==> src/cowpm_pkg.sv <==
// Shared constants, codes and control structs of the copy-on-write page mapper.
`timescale 1ns / 1ps
package cowpm_pkg;

    localparam int PROCESS_COUNT     = 2;
    localparam int PAGES_PER_PROCESS = 16;
    localparam int FRAME_COUNT       = 32;
    localparam int ENTRY_COUNT       = PROCESS_COUNT * PAGES_PER_PROCESS;

    localparam int PROC_W   = $clog2(PROCESS_COUNT);
    localparam int PAGE_W   = $clog2(PAGES_PER_PROCESS);
    localparam int ENTRY_W  = $clog2(ENTRY_COUNT);
    localparam int FRAME_W  = 5;
    localparam int RING_W   = $clog2(FRAME_COUNT) + 1;
    localparam int REL_W    = 5;
    localparam int DATA_W   = 32;
    localparam int VA_W     = 16;
    localparam int OP_W     = 2;
    localparam int STATUS_W = 2;

    // page number sits in address bits 15:12 (mask 0xf000)
    localparam int PAGE_LSB = 12;

    typedef logic [OP_W-1:0]     t_op;
    typedef logic [STATUS_W-1:0] t_status;

    localparam t_op OP_ACCESS  = 2'd0;
    localparam t_op OP_SHARE   = 2'd1;
    localparam t_op OP_RELEASE = 2'd2;

    localparam t_status ST_OK            = 2'd0;
    localparam t_status ST_NO_FRAME      = 2'd1;
    localparam t_status ST_WRITE_DROPPED = 2'd2;

    typedef struct packed {
        logic               pop;
        logic               push;
        logic [FRAME_W-1:0] push_frame;
    } t_ring_cmd;

    typedef struct packed {
        logic               empty;
        logic [FRAME_W-1:0] pop_frame;
    } t_ring_sts;

endpackage

==> src/cowpm_req_if.sv <==
// Request channel: one operation beat into the mapper.
`timescale 1ns / 1ps
interface cowpm_req_if
    import cowpm_pkg::*;
();
    logic                     valid;
    logic                     ready;
    logic [OP_W-1:0]          op;
    logic [PROC_W-1:0]        process;
    logic [VA_W-1:0]          virtual_address;
    logic                     write_enable;
    logic signed [DATA_W-1:0] store_word;

    modport source (
        output valid, op, process, virtual_address, write_enable, store_word,
        input  ready
    );
    modport sink (
        input  valid, op, process, virtual_address, write_enable, store_word,
        output ready
    );
endinterface

==> src/cowpm_rsp_if.sv <==
// Response channel: one result beat out of the mapper.
`timescale 1ns / 1ps
interface cowpm_rsp_if
    import cowpm_pkg::*;
();
    logic                     valid;
    logic                     ready;
    logic [STATUS_W-1:0]      status;
    logic                     allocated;
    logic                     copied;
    logic [FRAME_W-1:0]       frame;
    logic signed [DATA_W-1:0] read_data;
    logic [REL_W-1:0]         released_count;

    modport source (
        output valid, status, allocated, copied, frame, read_data, released_count,
        input  ready
    );
    modport sink (
        input  valid, status, allocated, copied, frame, read_data, released_count,
        output ready
    );
endinterface

==> src/cowpm_ring.sv <==
// Free-frame ring: slot memory, head/tail counters and a prefetched head entry.
`timescale 1ns / 1ps
module cowpm_ring
    import cowpm_pkg::*;
(
    input  logic      i_clk,
    input  logic      i_rst_n,
    input  t_ring_cmd i_cmd,
    output t_ring_sts o_sts
);

    localparam int SLOT_W = RING_W - 1;

    logic [FRAME_W-1:0]     r_slot_mem [FRAME_COUNT];
    logic [FRAME_COUNT-1:0] r_slot_vld;
    logic [RING_W-1:0]      r_head;
    logic [RING_W-1:0]      r_tail;
    logic [FRAME_W-1:0]     r_pop_q;

    logic [RING_W-1:0] n_head;
    logic [RING_W-1:0] n_tail;
    logic [SLOT_W-1:0] head_slot;
    logic [SLOT_W-1:0] tail_slot;

    // counters wrap at twice the ring depth, the natural width overflow
    assign n_head    = i_cmd.pop  ? r_head + RING_W'(1) : r_head;
    assign n_tail    = i_cmd.push ? r_tail + RING_W'(1) : r_tail;
    assign head_slot = n_head[SLOT_W-1:0];
    assign tail_slot = r_tail[SLOT_W-1:0];

    always_ff @(posedge i_clk) begin
        if (!i_rst_n) begin
            r_head     <= '0;
            r_tail     <= RING_W'(FRAME_COUNT);
            r_slot_vld <= '0;
            r_pop_q    <= '0;
        end else begin
            r_head <= n_head;
            r_tail <= n_tail;
            if (i_cmd.push) begin
                r_slot_vld[tail_slot] <= 1'b1;
            end
            // head entry is prefetched into a register; a same-slot push is forwarded
            if (i_cmd.push && (tail_slot == head_slot)) begin
                r_pop_q <= i_cmd.push_frame;
            end else if (r_slot_vld[head_slot]) begin
                r_pop_q <= r_slot_mem[head_slot];
            end else begin
                r_pop_q <= FRAME_W'(head_slot);
            end
        end
    end

    always_ff @(posedge i_clk) begin
        if (i_cmd.push) begin
            r_slot_mem[tail_slot] <= i_cmd.push_frame;
        end
    end

    assign o_sts.empty     = (r_head == r_tail);
    assign o_sts.pop_frame = r_pop_q;

endmodule

==> src/copy_on_write_page_mapper.sv <==
// Top level of the copy-on-write page mapper: sequencer, page table and frame store.
`timescale 1ns / 1ps
// Copy-on-write page mapper for two processes of 16 pages over 32 one-word
// frames. A request beat is taken only while the sequencer is idle; the
// result beat waits in an output register, so the next request is taken
// while an earlier result is still unclaimed. Every operation walks through
// the page-table frame memory (one read and one write port), the frame store
// and the free ring one step at a time: an access goes from the map step
// straight to the result (hit or miss, plain write), passes a read step for a
// read or a copy step for a copy-on-write that finds a frame, and passes both
// for a copy-on-write with an empty ring. Share and release step through the
// 16 table entries one per cycle. A finished result waits in the sequencer,
// and no request is taken, while the output register holds an unclaimed beat.
// Valid bits and read-only bits live in flops; read-only is kept per page,
// since both processes always carry the same value for a page. Frame store
// and ring entries that were never written read back as their own index.
module copy_on_write_page_mapper
    import cowpm_pkg::*;
(
    input  logic        i_clk,
    input  logic        i_rst_n,
    cowpm_req_if.sink   i_req,
    cowpm_rsp_if.source o_rsp
);

    typedef enum logic [2:0] {
        S_IDLE,
        S_MAP,
        S_COW,
        S_READ,
        S_WALK,
        S_DONE
    } t_state;

    // sequencer and item registers
    t_state              r_state,   n_state;
    t_op                 r_op,      n_op;
    logic [PROC_W-1:0]   r_proc,    n_proc;
    logic [PAGE_W-1:0]   r_page,    n_page;
    logic                r_wr,      n_wr;
    logic [DATA_W-1:0]   r_wdata,   n_wdata;
    logic [FRAME_W-1:0]  r_frame,   n_frame;
    logic [PAGE_W-1:0]   r_cnt,     n_cnt;
    logic [REL_W-1:0]    r_rel,     n_rel;

    // table flags
    logic [ENTRY_COUNT-1:0]       r_vld, n_vld;
    logic [PAGES_PER_PROCESS-1:0] r_ro,  n_ro;

    // result being built
    t_status             r_res_status, n_res_status;
    logic                r_res_alloc,  n_res_alloc;
    logic                r_res_copied, n_res_copied;
    logic [FRAME_W-1:0]  r_res_frame,  n_res_frame;
    logic [DATA_W-1:0]   r_res_rdata,  n_res_rdata;

    // output register
    logic                r_out_valid,  n_out_valid;
    t_status             r_out_status, n_out_status;
    logic                r_out_alloc,  n_out_alloc;
    logic                r_out_copied, n_out_copied;
    logic [FRAME_W-1:0]  r_out_frame,  n_out_frame;
    logic [DATA_W-1:0]   r_out_rdata,  n_out_rdata;
    logic [REL_W-1:0]    r_out_rel,    n_out_rel;

    // page-table frame memory
    logic [FRAME_W-1:0] r_pt_mem [ENTRY_COUNT];
    logic [FRAME_W-1:0] r_pt_q;
    logic [ENTRY_W-1:0] pt_ra;
    logic               pt_we;
    logic [ENTRY_W-1:0] pt_wa;
    logic [FRAME_W-1:0] pt_wd;

    // frame store
    logic [DATA_W-1:0]      r_dm_mem [FRAME_COUNT];
    logic [FRAME_COUNT-1:0] r_dm_vld;
    logic [DATA_W-1:0]      r_dm_q;
    logic [FRAME_W-1:0]     dm_ra;
    logic                   dm_we;
    logic [FRAME_W-1:0]     dm_wa;
    logic [DATA_W-1:0]      dm_wd;

    t_ring_cmd ring_cmd;
    t_ring_sts ring_sts;

    logic in_ready;
    logic out_free;

    cowpm_ring u_ring (
        .i_clk   (i_clk),
        .i_rst_n (i_rst_n),
        .i_cmd   (ring_cmd),
        .o_sts   (ring_sts)
    );

    assign out_free = !r_out_valid || o_rsp.ready;

    always_comb begin
        logic [ENTRY_W-1:0] ent;
        logic [ENTRY_W-1:0] walk_ent;
        logic [FRAME_W-1:0] f;
        logic [PROC_W-1:0]  req_proc;
        logic [PAGE_W-1:0]  req_page;

        n_state      = r_state;
        n_op         = r_op;
        n_proc       = r_proc;
        n_page       = r_page;
        n_wr         = r_wr;
        n_wdata      = r_wdata;
        n_frame      = r_frame;
        n_cnt        = r_cnt;
        n_rel        = r_rel;
        n_vld        = r_vld;
        n_ro         = r_ro;
        n_res_status = r_res_status;
        n_res_alloc  = r_res_alloc;
        n_res_copied = r_res_copied;
        n_res_frame  = r_res_frame;
        n_res_rdata  = r_res_rdata;
        n_out_valid  = r_out_valid;
        n_out_status = r_out_status;
        n_out_alloc  = r_out_alloc;
        n_out_copied = r_out_copied;
        n_out_frame  = r_out_frame;
        n_out_rdata  = r_out_rdata;
        n_out_rel    = r_out_rel;

        ent      = {r_proc, r_page};
        walk_ent = {r_proc, r_cnt};
        f        = r_pt_q;
        req_proc = (i_req.op == OP_SHARE) ? PROC_W'(0) : i_req.process;
        req_page = (i_req.op == OP_ACCESS) ? i_req.virtual_address[PAGE_LSB +: PAGE_W]
                                           : PAGE_W'(0);

        pt_ra    = ent;
        pt_we    = 1'b0;
        pt_wa    = ent;
        pt_wd    = r_pt_q;
        dm_ra    = r_frame;
        dm_we    = 1'b0;
        dm_wa    = r_frame;
        dm_wd    = r_wdata;
        ring_cmd = '0;
        in_ready = 1'b0;

        if (r_out_valid && o_rsp.ready) begin
            n_out_valid = 1'b0;
        end

        unique case (r_state)
            S_IDLE: begin
                in_ready = 1'b1;
                pt_ra    = {req_proc, req_page};
                if (i_req.valid) begin
                    n_op         = i_req.op;
                    n_proc       = req_proc;
                    n_page       = req_page;
                    n_wr         = i_req.write_enable;
                    n_wdata      = i_req.store_word;
                    n_cnt        = '0;
                    n_rel        = '0;
                    n_res_status = ST_OK;
                    n_res_alloc  = 1'b0;
                    n_res_copied = 1'b0;
                    n_res_frame  = '0;
                    n_res_rdata  = '0;
                    unique case (i_req.op)
                        OP_ACCESS: begin
                            n_state = S_MAP;
                        end
                        OP_SHARE: begin
                            // flags copy at once; frame numbers follow in the walk
                            n_ro = '1;
                            n_vld[ENTRY_COUNT-1:PAGES_PER_PROCESS] =
                                r_vld[PAGES_PER_PROCESS-1:0];
                            n_state = S_WALK;
                        end
                        OP_RELEASE: begin
                            n_state = S_WALK;
                        end
                        default: begin
                            n_state = S_DONE;
                        end
                    endcase
                end
            end

            S_MAP: begin
                if (!r_vld[ent] && ring_sts.empty) begin
                    n_res_status = ST_NO_FRAME;
                    n_state      = S_DONE;
                end else begin
                    if (!r_vld[ent]) begin
                        f            = ring_sts.pop_frame;
                        ring_cmd.pop = 1'b1;
                        n_vld[ent]   = 1'b1;
                        pt_we        = 1'b1;
                        pt_wd        = f;
                        n_res_alloc  = 1'b1;
                    end
                    n_frame = f;
                    if (r_wr && !r_ro[r_page]) begin
                        dm_we       = 1'b1;
                        dm_wa       = f;
                        n_res_frame = f;
                        n_res_rdata = r_wdata;
                        n_state     = S_DONE;
                    end else if (r_wr) begin
                        n_state = S_COW;
                    end else begin
                        dm_ra   = f;
                        n_state = S_READ;
                    end
                end
            end

            S_COW: begin
                n_ro[r_page] = 1'b0;
                if (ring_sts.empty) begin
                    // write dropped, page keeps its frame
                    n_res_status = ST_WRITE_DROPPED;
                    n_state      = S_READ;
                end else begin
                    ring_cmd.pop = 1'b1;
                    pt_we        = 1'b1;
                    pt_wd        = ring_sts.pop_frame;
                    dm_we        = 1'b1;
                    dm_wa        = ring_sts.pop_frame;
                    n_res_copied = 1'b1;
                    n_res_frame  = ring_sts.pop_frame;
                    n_res_rdata  = r_wdata;
                    n_state      = S_DONE;
                end
            end

            S_READ: begin
                n_res_frame = r_frame;
                n_res_rdata = r_dm_q;
                n_state     = S_DONE;
            end

            S_WALK: begin
                // r_pt_q holds entry r_cnt; fetch the next one
                pt_ra = {r_proc, r_cnt + PAGE_W'(1)};
                if (r_op == OP_SHARE) begin
                    pt_we = 1'b1;
                    pt_wa = {PROC_W'(1), r_cnt};
                    pt_wd = r_pt_q;
                end else if (r_vld[walk_ent]) begin
                    ring_cmd.push       = 1'b1;
                    ring_cmd.push_frame = r_pt_q;
                    n_vld[walk_ent]     = 1'b0;
                    n_rel               = r_rel + REL_W'(1);
                end
                if (r_cnt == PAGE_W'(PAGES_PER_PROCESS - 1)) begin
                    n_state = S_DONE;
                end else begin
                    n_cnt = r_cnt + PAGE_W'(1);
                end
            end

            S_DONE: begin
                if (out_free) begin
                    n_out_valid  = 1'b1;
                    n_out_status = r_res_status;
                    n_out_alloc  = r_res_alloc;
                    n_out_copied = r_res_copied;
                    n_out_frame  = r_res_frame;
                    n_out_rdata  = r_res_rdata;
                    n_out_rel    = r_rel;
                    n_state      = S_IDLE;
                end
            end

            default: begin
                n_state = S_IDLE;
            end
        endcase
    end

    always_ff @(posedge i_clk) begin
        if (!i_rst_n) begin
            r_state     <= S_IDLE;
            r_vld       <= '0;
            r_ro        <= '0;
            r_out_valid <= 1'b0;
        end else begin
            r_state     <= n_state;
            r_vld       <= n_vld;
            r_ro        <= n_ro;
            r_out_valid <= n_out_valid;
        end
        r_op         <= n_op;
        r_proc       <= n_proc;
        r_page       <= n_page;
        r_wr         <= n_wr;
        r_wdata      <= n_wdata;
        r_frame      <= n_frame;
        r_cnt        <= n_cnt;
        r_rel        <= n_rel;
        r_res_status <= n_res_status;
        r_res_alloc  <= n_res_alloc;
        r_res_copied <= n_res_copied;
        r_res_frame  <= n_res_frame;
        r_res_rdata  <= n_res_rdata;
        r_out_status <= n_out_status;
        r_out_alloc  <= n_out_alloc;
        r_out_copied <= n_out_copied;
        r_out_frame  <= n_out_frame;
        r_out_rdata  <= n_out_rdata;
        r_out_rel    <= n_out_rel;
    end

    // page-table frame numbers: one read, one write per cycle
    always_ff @(posedge i_clk) begin
        if (pt_we) begin
            r_pt_mem[pt_wa] <= pt_wd;
        end
        r_pt_q <= r_pt_mem[pt_ra];
    end

    // frame store; an unwritten frame holds its own number
    always_ff @(posedge i_clk) begin
        if (!i_rst_n) begin
            r_dm_vld <= '0;
        end else if (dm_we) begin
            r_dm_vld[dm_wa] <= 1'b1;
        end
    end

    always_ff @(posedge i_clk) begin
        if (dm_we) begin
            r_dm_mem[dm_wa] <= dm_wd;
        end
        r_dm_q <= r_dm_vld[dm_ra] ? r_dm_mem[dm_ra] : DATA_W'(dm_ra);
    end

    assign i_req.ready          = in_ready;
    assign o_rsp.valid          = r_out_valid;
    assign o_rsp.status         = r_out_status;
    assign o_rsp.allocated      = r_out_alloc;
    assign o_rsp.copied         = r_out_copied;
    assign o_rsp.frame          = r_out_frame;
    assign o_rsp.read_data      = r_out_rdata;
    assign o_rsp.released_count = r_out_rel;

`ifndef SYNTHESIS
    a_pop_not_empty: assert property (@(posedge i_clk) disable iff (!i_rst_n)
        ring_cmd.pop |-> !ring_sts.empty)
        else $error("pop from empty free ring");

    a_busy_after_accept: assert property (@(posedge i_clk) disable iff (!i_rst_n)
        (i_req.valid && i_req.ready) |=> !i_req.ready)
        else $error("request taken while previous one is in flight");

    a_miss_fail_clean: assert property (@(posedge i_clk) disable iff (!i_rst_n)
        (o_rsp.valid && (o_rsp.status == ST_NO_FRAME)) |->
            (!o_rsp.allocated && !o_rsp.copied && (o_rsp.frame == '0)))
        else $error("out-of-frames result carries a mapping");

    a_copy_ok: assert property (@(posedge i_clk) disable iff (!i_rst_n)
        (o_rsp.valid && o_rsp.copied) |-> (o_rsp.status == ST_OK))
        else $error("copy-on-write reported with error status");

    a_walk_only_in_walk: assert property (@(posedge i_clk) disable iff (!i_rst_n)
        ring_cmd.push |-> ((r_state == S_WALK) && (r_op == OP_RELEASE)))
        else $error("ring push outside release walk");
`endif

endmodule

==> src/flat_wrapper.sv <==
// flat-port wrapper written by rule: the top's interface ports become plain ports
module copy_on_write_page_mapper_flat import cowpm_pkg::*;
  (i_clk, i_rst_n, i_req_valid, i_req_op, i_req_process, i_req_virtual_address, i_req_write_enable, i_req_store_word, i_req_ready, o_rsp_valid, o_rsp_status, o_rsp_allocated, o_rsp_copied, o_rsp_frame, o_rsp_read_data, o_rsp_released_count, o_rsp_ready);
  cowpm_req_if i_req_i ();
  cowpm_rsp_if o_rsp_i ();
  input  logic i_clk;
  input  logic i_rst_n;
  input wire logic [$bits(i_req_i.valid)-1:0] i_req_valid;
  input wire logic [$bits(i_req_i.op)-1:0] i_req_op;
  input wire logic [$bits(i_req_i.process)-1:0] i_req_process;
  input wire logic [$bits(i_req_i.virtual_address)-1:0] i_req_virtual_address;
  input wire logic [$bits(i_req_i.write_enable)-1:0] i_req_write_enable;
  input wire logic [$bits(i_req_i.store_word)-1:0] i_req_store_word;
  output wire logic [$bits(i_req_i.ready)-1:0] i_req_ready;
  output wire logic [$bits(o_rsp_i.valid)-1:0] o_rsp_valid;
  output wire logic [$bits(o_rsp_i.status)-1:0] o_rsp_status;
  output wire logic [$bits(o_rsp_i.allocated)-1:0] o_rsp_allocated;
  output wire logic [$bits(o_rsp_i.copied)-1:0] o_rsp_copied;
  output wire logic [$bits(o_rsp_i.frame)-1:0] o_rsp_frame;
  output wire logic [$bits(o_rsp_i.read_data)-1:0] o_rsp_read_data;
  output wire logic [$bits(o_rsp_i.released_count)-1:0] o_rsp_released_count;
  input wire logic [$bits(o_rsp_i.ready)-1:0] o_rsp_ready;
  assign i_req_i.valid = i_req_valid;
  assign i_req_i.op = i_req_op;
  assign i_req_i.process = i_req_process;
  assign i_req_i.virtual_address = i_req_virtual_address;
  assign i_req_i.write_enable = i_req_write_enable;
  assign i_req_i.store_word = i_req_store_word;
  assign i_req_ready = i_req_i.ready;
  assign o_rsp_valid = o_rsp_i.valid;
  assign o_rsp_status = o_rsp_i.status;
  assign o_rsp_allocated = o_rsp_i.allocated;
  assign o_rsp_copied = o_rsp_i.copied;
  assign o_rsp_frame = o_rsp_i.frame;
  assign o_rsp_read_data = o_rsp_i.read_data;
  assign o_rsp_released_count = o_rsp_i.released_count;
  assign o_rsp_i.ready = o_rsp_ready;
  copy_on_write_page_mapper u_core (.i_clk(i_clk), .i_rst_n(i_rst_n), .i_req(i_req_i), .o_rsp(o_rsp_i));
endmodule
==> config.mk <==
export PLATFORM = sky130hd
export DESIGN_NAME = copy_on_write_page_mapper_flat
export DESIGN_NICKNAME = d
export VERILOG_FILES = /design/src/cowpm_pkg.sv /design/src/cowpm_req_if.sv /design/src/cowpm_rsp_if.sv /design/src/cowpm_ring.sv /design/src/copy_on_write_page_mapper.sv /design/src/flat_wrapper.sv
export SDC_FILE = /design/constraint.sdc
export NUM_CORES = 2
export LEC_CHECK = 0
export BUFFER_PORTS_ARGS = -buffer_cell sky130_fd_sc_hd__buf_2
export CORE_UTILIZATION = 55
export CTS_CLUSTER_SIZE = 25
export DETAILED_ROUTE_END_ITERATION = 6
export PLACE_DENSITY = 0.83
export REMOVE_ABC_BUFFERS = 1
export SKIP_CTS_REPAIR_TIMING = 1
export SYNTH_ARGS = -nofsm -noshare
export SYNTH_HDL_FRONTEND = slang
export SYNTH_SLANG_ARGS = --single-unit
export TNS_END_PERCENT = 100
==> constraint.sdc <==
create_clock -name i_clk -period 12.8 [get_ports i_clk]
set_input_delay 2.56 -clock i_clk [delete_from_list [all_inputs] [get_ports i_clk]]
set_output_delay 2.56 -clock i_clk [all_outputs]
set_load 0.01 [all_outputs]
==> Word level (Yosys, flattened, before mapping) <==
Memory sizes are Yosys's and may differ from the RTL's. A register that Yosys moved wholly into a read port is not among the register bits.
Index checks and enable logic that the tools add are counted.
{ "classes": {"reduce_logical": 36, "n_mux": 109, "eq_ne": 24, "addsub": 4, "order_cmp": 12, "n_bitwise": 8} }
{ "ops": {"columns": ["operator", "n"], "rows": [
  ["32-bit two-way mux", 8],
  ["32-bit case mux with 4 select lines", 1],
  ["5-bit two-way mux", 22],
  ["32-bit bitwise OR", 3],
  ["16-bit two-way mux", 4],
  ["16-bit case mux with 2 select lines", 2],
  ["16-bit case mux with 3 select lines", 1],
  ["5-bit case mux with 2 select lines", 4],
  ["5-bit by 6-bit < comparator with 1-bit output, second input constant", 6],
  ["32-bit AND", 1],
  ["1-bit two-way mux", 32],
  ["32-bit NOT", 1],
  ["1-bit binary-select mux with 5-bit select", 4],
  ["1-bit demux with 5-bit select", 4],
  ["5-bit by 1-bit greater-or-equal comparator with 1-bit output, second input constant", 4],
  ["5-bit case mux with 4 select lines", 1],
  ["3-bit two-way mux", 6],
  ["6-bit two-way mux", 3],
  ["3-bit case mux with 6 select lines", 1],
  ["16-bit AND", 1],
  ["16-bit NOT", 1],
  ["2-bit by 1-bit != test with 1-bit output, second input constant", 7],
  ["6-bit by 1-bit adder with 6-bit output, second input constant", 2],
  ["4-bit two-way mux", 3],
  ["36 further kinds", 71]
]} }
{ "totals": {"n_memories": 3, "ff_bits": 306, "inputBits": 56, "ramBits": 1344} }
{ "mem_list": {"columns": ["memory", "words", "word_bits", "read_ports", "rd_ports_with_merged_regs", "write_ports", "line", "text"], "rows": [
  ["u_core.r_dm_mem", 32, 32, 1, 0, 1, "copy_on_write_page_mapper.sv:75", "logic [DATA_W-1:0] r_dm_mem [FRAME_COUNT];"],
  ["u_core.r_pt_mem", 32, 5, 1, 1, 1, "copy_on_write_page_mapper.sv:67", "logic [FRAME_W-1:0] r_pt_mem [ENTRY_COUNT];"],
  ["u_core.u_ring.r_slot_mem", 32, 5, 1, 0, 1, "cowpm_ring.sv:14", "logic [FRAME_W-1:0] r_slot_mem [FRAME_COUNT];"]
]} }

==> Depth between registers and ports, before layout <==
{ "logic_depth": {"word_depth": 12, "mapped_depth": 18, "depth_no_buf": 11} }

==> Modules after synthesis <==
Synthesis repeated with hierarchy kept, for this count alone.
{ "unflattened": {"cells_unflattened": 4991, "area_unflattened_um2": 67976.4} }
{ "by_module_without_submodules": {"columns": ["mod", "seq_area_each_um2", "area_each_um2", "cells_per_inst", "instances"], "rows": [
  ["copy_on_write_page_mapper", 42210.5, 57829.2, 4370, 1],
  ["cowpm_ring", 5785.5, 10147.2, 621, 1]
]} }

==> Worst setup path after synthesis <==
No wires, ideal clock.
{ "synth_path": {"kind": "flip-flop to flip-flop", "from": "reg u_core.r_page[0]", "to": "mem u_core.r_dm_mem[0][0] (enable)", "n_path_buf": 2, "setup_time_ns": 0.464, "path_stages_with_launch": 11, "arrival_ns": 5.416, "slack_ns": 6.920, "required_time_ns": 12.336, "cell_sequence": "edfxtp_1 -> buf_6 -> buf_2 -> mux4_2 -> mux4_2 -> nand2b_1 -> a21oi_1 -> mux2_2 -> a222oi_1 -> nand2_1 -> nor3_1"} }
{ "synth_via": {"elab_chain_cells": 9, "word_cells_on_any_way": 17, "classes_between": "13 x mux; 4 x reduce/logical"} }
{ "synth_rtl": {"columns": ["element", "line", "text"], "rows": [
  ["start: declaration", "copy_on_write_page_mapper.sv:39", "logic [PAGE_W-1:0] r_page, n_page;"],
  ["start signal: assignment", "copy_on_write_page_mapper.sv:296", "r_page <= n_page;"],
  ["1-bit binary-select mux with 4-bit select", "copy_on_write_page_mapper.sv:203", "if (r_wr && !r_ro[r_page]) begin"],
  ["1-bit two-way mux (not written as such)", "copy_on_write_page_mapper.sv:203", null],
  ["1-bit zero test", "copy_on_write_page_mapper.sv:203", null],
  ["1-bit logical AND", "copy_on_write_page_mapper.sv:203", null],
  ["1-bit two-way mux", "copy_on_write_page_mapper.sv:203", null],
  ["1-bit two-way mux", "copy_on_write_page_mapper.sv:190", "if (!r_vld[ent] && ring_sts.empty) begin"],
  ["1-bit case mux with 2 select lines", "copy_on_write_page_mapper.sv:151", "unique case (r_state)"],
  ["1-bit two-way mux", "copy_on_write_page_mapper.sv:333", "if (dm_we) begin"],
  ["1-bit two-way mux (not written as such)", "copy_on_write_page_mapper.sv:334", "r_dm_mem[dm_wa] <= dm_wd;"],
  ["end: declaration", "copy_on_write_page_mapper.sv:75", null]
]} }
Parallel ways exist; a longest one is shown, timed or not. The select of a mux whose other input is x is not followed.

==> Final worst setup path <==
{ "layout_path": {"from": "reg u_core.r_page[0]", "to": "mem u_core.r_dm_mem[8][16] (enable)"} }
The elaborated chain is that of the path after synthesis.

==> summary.txt <==
CTS root buffer -> clkbuf_16
H-tree depth -> 4
Via/cell ratio -> 6.70
Min Clock Period, post-route -> 6.93 ns
CORE AREA -> 122000 um^2
Crit-path max FO -> 27
Final wirelength -> 181000 um
DR pass1 iterations -> 7
Post-synth EDFFs -> 1485
Status -> finished, final reports clean
Fin cells -> 6935
Dpl cells -> 6646
Worst min path class -> reg2reg
Final #Nets -> 5250
RSZ-0062 raised after global routing -> false
Largest cells by area after synthesis -> edfxtp_1 (65%), nand2_1 (6.5%), dfxtp_1 (5.0%), nand3_1 (2.9%), a311oi_1 (2.2%)
Layout Skew -> 0.0380 ns
PortBufs -> 91
Synth async-reset ratio -> 0%
Switching power of the nets -> 5.76 mW
Highest clock rate -> 144 MHz
TritonCTS Sinks -> 1655
DRT iter0 DRCs -> 7843
Number of top-level pins -> 104
Register area share after synthesis -> 70.4%
Synth top cells by count -> edfxtp_1 (1485), nand2_1 (1179), nand3_1 (391)
Initial antenna violation count -> 2
CTS tree -> yes
Synthesized area -> 68200 um^2
First-pass GRT wire length -> 269000 um
Synth Warn # -> 0
CP endpoint kind -> register
Max Slew Vio Count -> 0
Final period util -> 54.1%
Yosys reg bits -> 1655
Vias -> 46500
ANT nets after route -> 0
Worst Tran Pin Value -> 1.38 ns
Most common cell in the netlist -> edfxtp_1
Power Internal -> 10.6 mW
Die Width -> 354 um
Syn_area_per_cell -> 13.1 um^2
Util after Layout -> 61.4%
Cell Rows -> 128
Critical path arrival -> 7.34 ns
Gate power share -> 30.1%
Slew margin rel. -> 7.90%
Part of the power in the clock network -> 27.7%
Gpl congestion -> 0.936
Global route overflow -> 0
Net Sw Frac -> 35.2%
Share of layout cells above drive strength 1 -> 11.1%
Area fraction of the dominant cell type after synthesis -> 65.4%
Initial Utilization -> 55.7%
CTS Buf Count -> 158
Worst Path Required -> 13.21 ns
Number of max-cap violations -> 0
Synth-to-layout area growth -> 10.2%
Setup Viol. Count Final -> 0
Critical path type -> reg2reg
Via count of the first global-routing pass -> 44700
Clk slew on worst S/H paths -> 0.06 ns
Cells after Synth -> 5205
CP startpoint kind -> register
Power Density -> 218 nW/um^2
Endpoints failing hold -> 0
Leak -> 24.9 nW
Drt wl/cell -> 26.1 um
Tot GR Track Use -> 28.2%
Pin count of the biggest net entering global routing -> 211
Number of diodes -> 0
Die area -> 125000 um^2
Max VDD drop -> 0.000160 V
Post-synth top area cell -> edfxtp_1
Post-synth cell types -> 92
Clock latency on the worst-skew pair -> 0.80 ns
Clock tree buffer depth -> 3
Most used DFF post-synth -> edfxtp_1
Sequential power share -> 42.2%
Detailed placement HPWL -> 96300 um
DRC -> 0
Die Height -> 354 um
kinds of logic after synthesis:
| group | synth area share (%) |
|---|---|
| and+or+nand+nor | 13.7 |
| DFF | 70.4 |
| AOI/OAI and AO/OA | 9.40 |
| buffers and inverters | 2.60 |
| muxes | 3.38 |
| xor gates and xnor gates | 0.295 |
| adders and majority gates | 0.239 |
per-stage QoR:
step / hold slack, ns / cell area (um^2) / setup slack (ns) / setup TNS, ns / power, mW
6_report: 0.415 / 75100 / 5.87 / 0 / 16.4
5_1_grt: 0.423 / 75100 / 5.82 / 0 / 16.9
4_1_cts: 0.419 / 75100 / 6.23 / 0 / 16.3
3_5_place_dp: 0.405 / 70100 / 6.25 / 0 / 11.7
3_3_place_gp: 0.404 / 70100 / 6.36 / 0 / 11.6
2_1_floorplan: 0.400 / 66500 / -13.21 / -408.69 / 10.8
power groups by stage:
stage / combinational (mW) / sequential [mW] / clock, mW
detailed placement: 4.74 / 7.00 / 0
CTS: 4.81 / 6.90 / 4.55
floorplan: 3.90 / 6.90 / 0
global placement: 4.59 / 6.98 / 0
global route: 5.22 / 6.94 / 4.76
finish: 4.93 / 6.91 / 4.54
placed cells by master, fill, tap and decap left out, types with 16 or more instances in the layout:
cell type / synthesis / final
a32o_1: 34 / 34
clkinv_2: 0 / 19
nor4_1: 26 / 26
a311oi_1: 174 / 174
nor3_1: 40 / 24
clkbuf_16: 0 / 162
and3_1: 118 / 116
o21a_1: 37 / 37
inv_1: 27 / 25
buf_4: 9 / 98
clkbuf_1: 201 / 44
dfxtp_1: 170 / 169
buf_2: 131 / 91
mux4_2: 62 / 62
a31oi_1: 40 / 40
nor2b_1: 17 / 17
a221oi_1: 128 / 128
nor2_1: 260 / 243
mux2i_1: 61 / 61
nor2_4: 0 / 17
xnor2_1: 16 / 16
mux2_2: 24 / 24
nand3_1: 391 / 391
o211ai_1: 17 / 17
clkinv_1: 0 / 29
a32oi_1: 26 / 26
a22oi_1: 19 / 19
nand2b_1: 16 / 16
a211oi_1: 17 / 17
edfxtp_1: 1485 / 1485
nand2_1: 1179 / 1176
nor3_2: 3 / 19
o21ai_0: 97 / 95
a21oi_1: 107 / 104
a22o_1: 37 / 37
flip-flops by register name, summed over array words and instances (netlist names), 5 cells and up:
signal and flops:
u_core.dm_wd 32, u_core.o_rsp.frame 5, u_core.o_rsp.read_data 32, u_core.o_rsp.released_count 5, u_core.r_dm_mem 1024, u_core.r_dm_q 32
u_core.r_dm_vld 32, u_core.r_frame 5, u_core.r_pt_mem 160, u_core.r_pt_q 5, u_core.r_rel 5, u_core.r_res_frame 5
u_core.r_res_rdata 32, u_core.r_ro 16, u_core.r_vld 32, u_core.u_ring.r_head 6, u_core.u_ring.r_pop_q 5, u_core.u_ring.r_slot_mem 160
u_core.u_ring.r_slot_vld 32, u_core.u_ring.r_tail 6
path summary, 6_finish.rpt:
path / from / slack [ns] / to / cells past startpoint
max: u_core.r_page[0]$_DFFE_PP_ / 5.87 / u_core.r_dm_mem[8][16]$_DFFE_PP_ / 10
min: u_core.r_res_rdata[13]$_DFFE_PP_ / 0.42 / u_core.o_rsp.read_data[13]$_DFFE_PP_ / 0
max reg2reg: u_core.r_page[0]$_DFFE_PP_ / 5.87 / u_core.r_dm_mem[8][16]$_DFFE_PP_ / 10
min reg2reg: u_core.r_res_rdata[13]$_DFFE_PP_ / 0.42 / u_core.o_rsp.read_data[13]$_DFFE_PP_ / 0
worst max-delay path: stages (launching register included):
cell and delay [ns]:
edfxtp_1 1.07, mux4_2 0.63, nand2_1 0.16, nand4_4 0.37
nand2_1 0.66, mux2_2 0.43, mux2_2 0.27, a222oi_1 0.77
nand2_1 0.55, nor3_2 0.92, buf_4 0.70
layer usage:
layer / vias to the layer above / wire length (um) / part of all wire [%] / GRT usage [%]
met2: 3715 / 82500 / 46 / 43.0
met1: 22500 / 65800 / 36 / 38.6
li1: 19700 / - / - / -
met3: 601 / 23800 / 13 / 6.21
met4: 0 / 8860 / 4.9 / 13.8
met5: - / 0 / 0 / 0
area by class of cell:
type	count	area, um^2
clock buffer	216	4360
multi-input combinational	3146	18700
fill	8560	47200
tap	1625	2030
timing repair buffer	192	1250
sequential	1655	48000
inverter	28	105
clock inverter	73	651
Power figures use the tool's default switching activity.
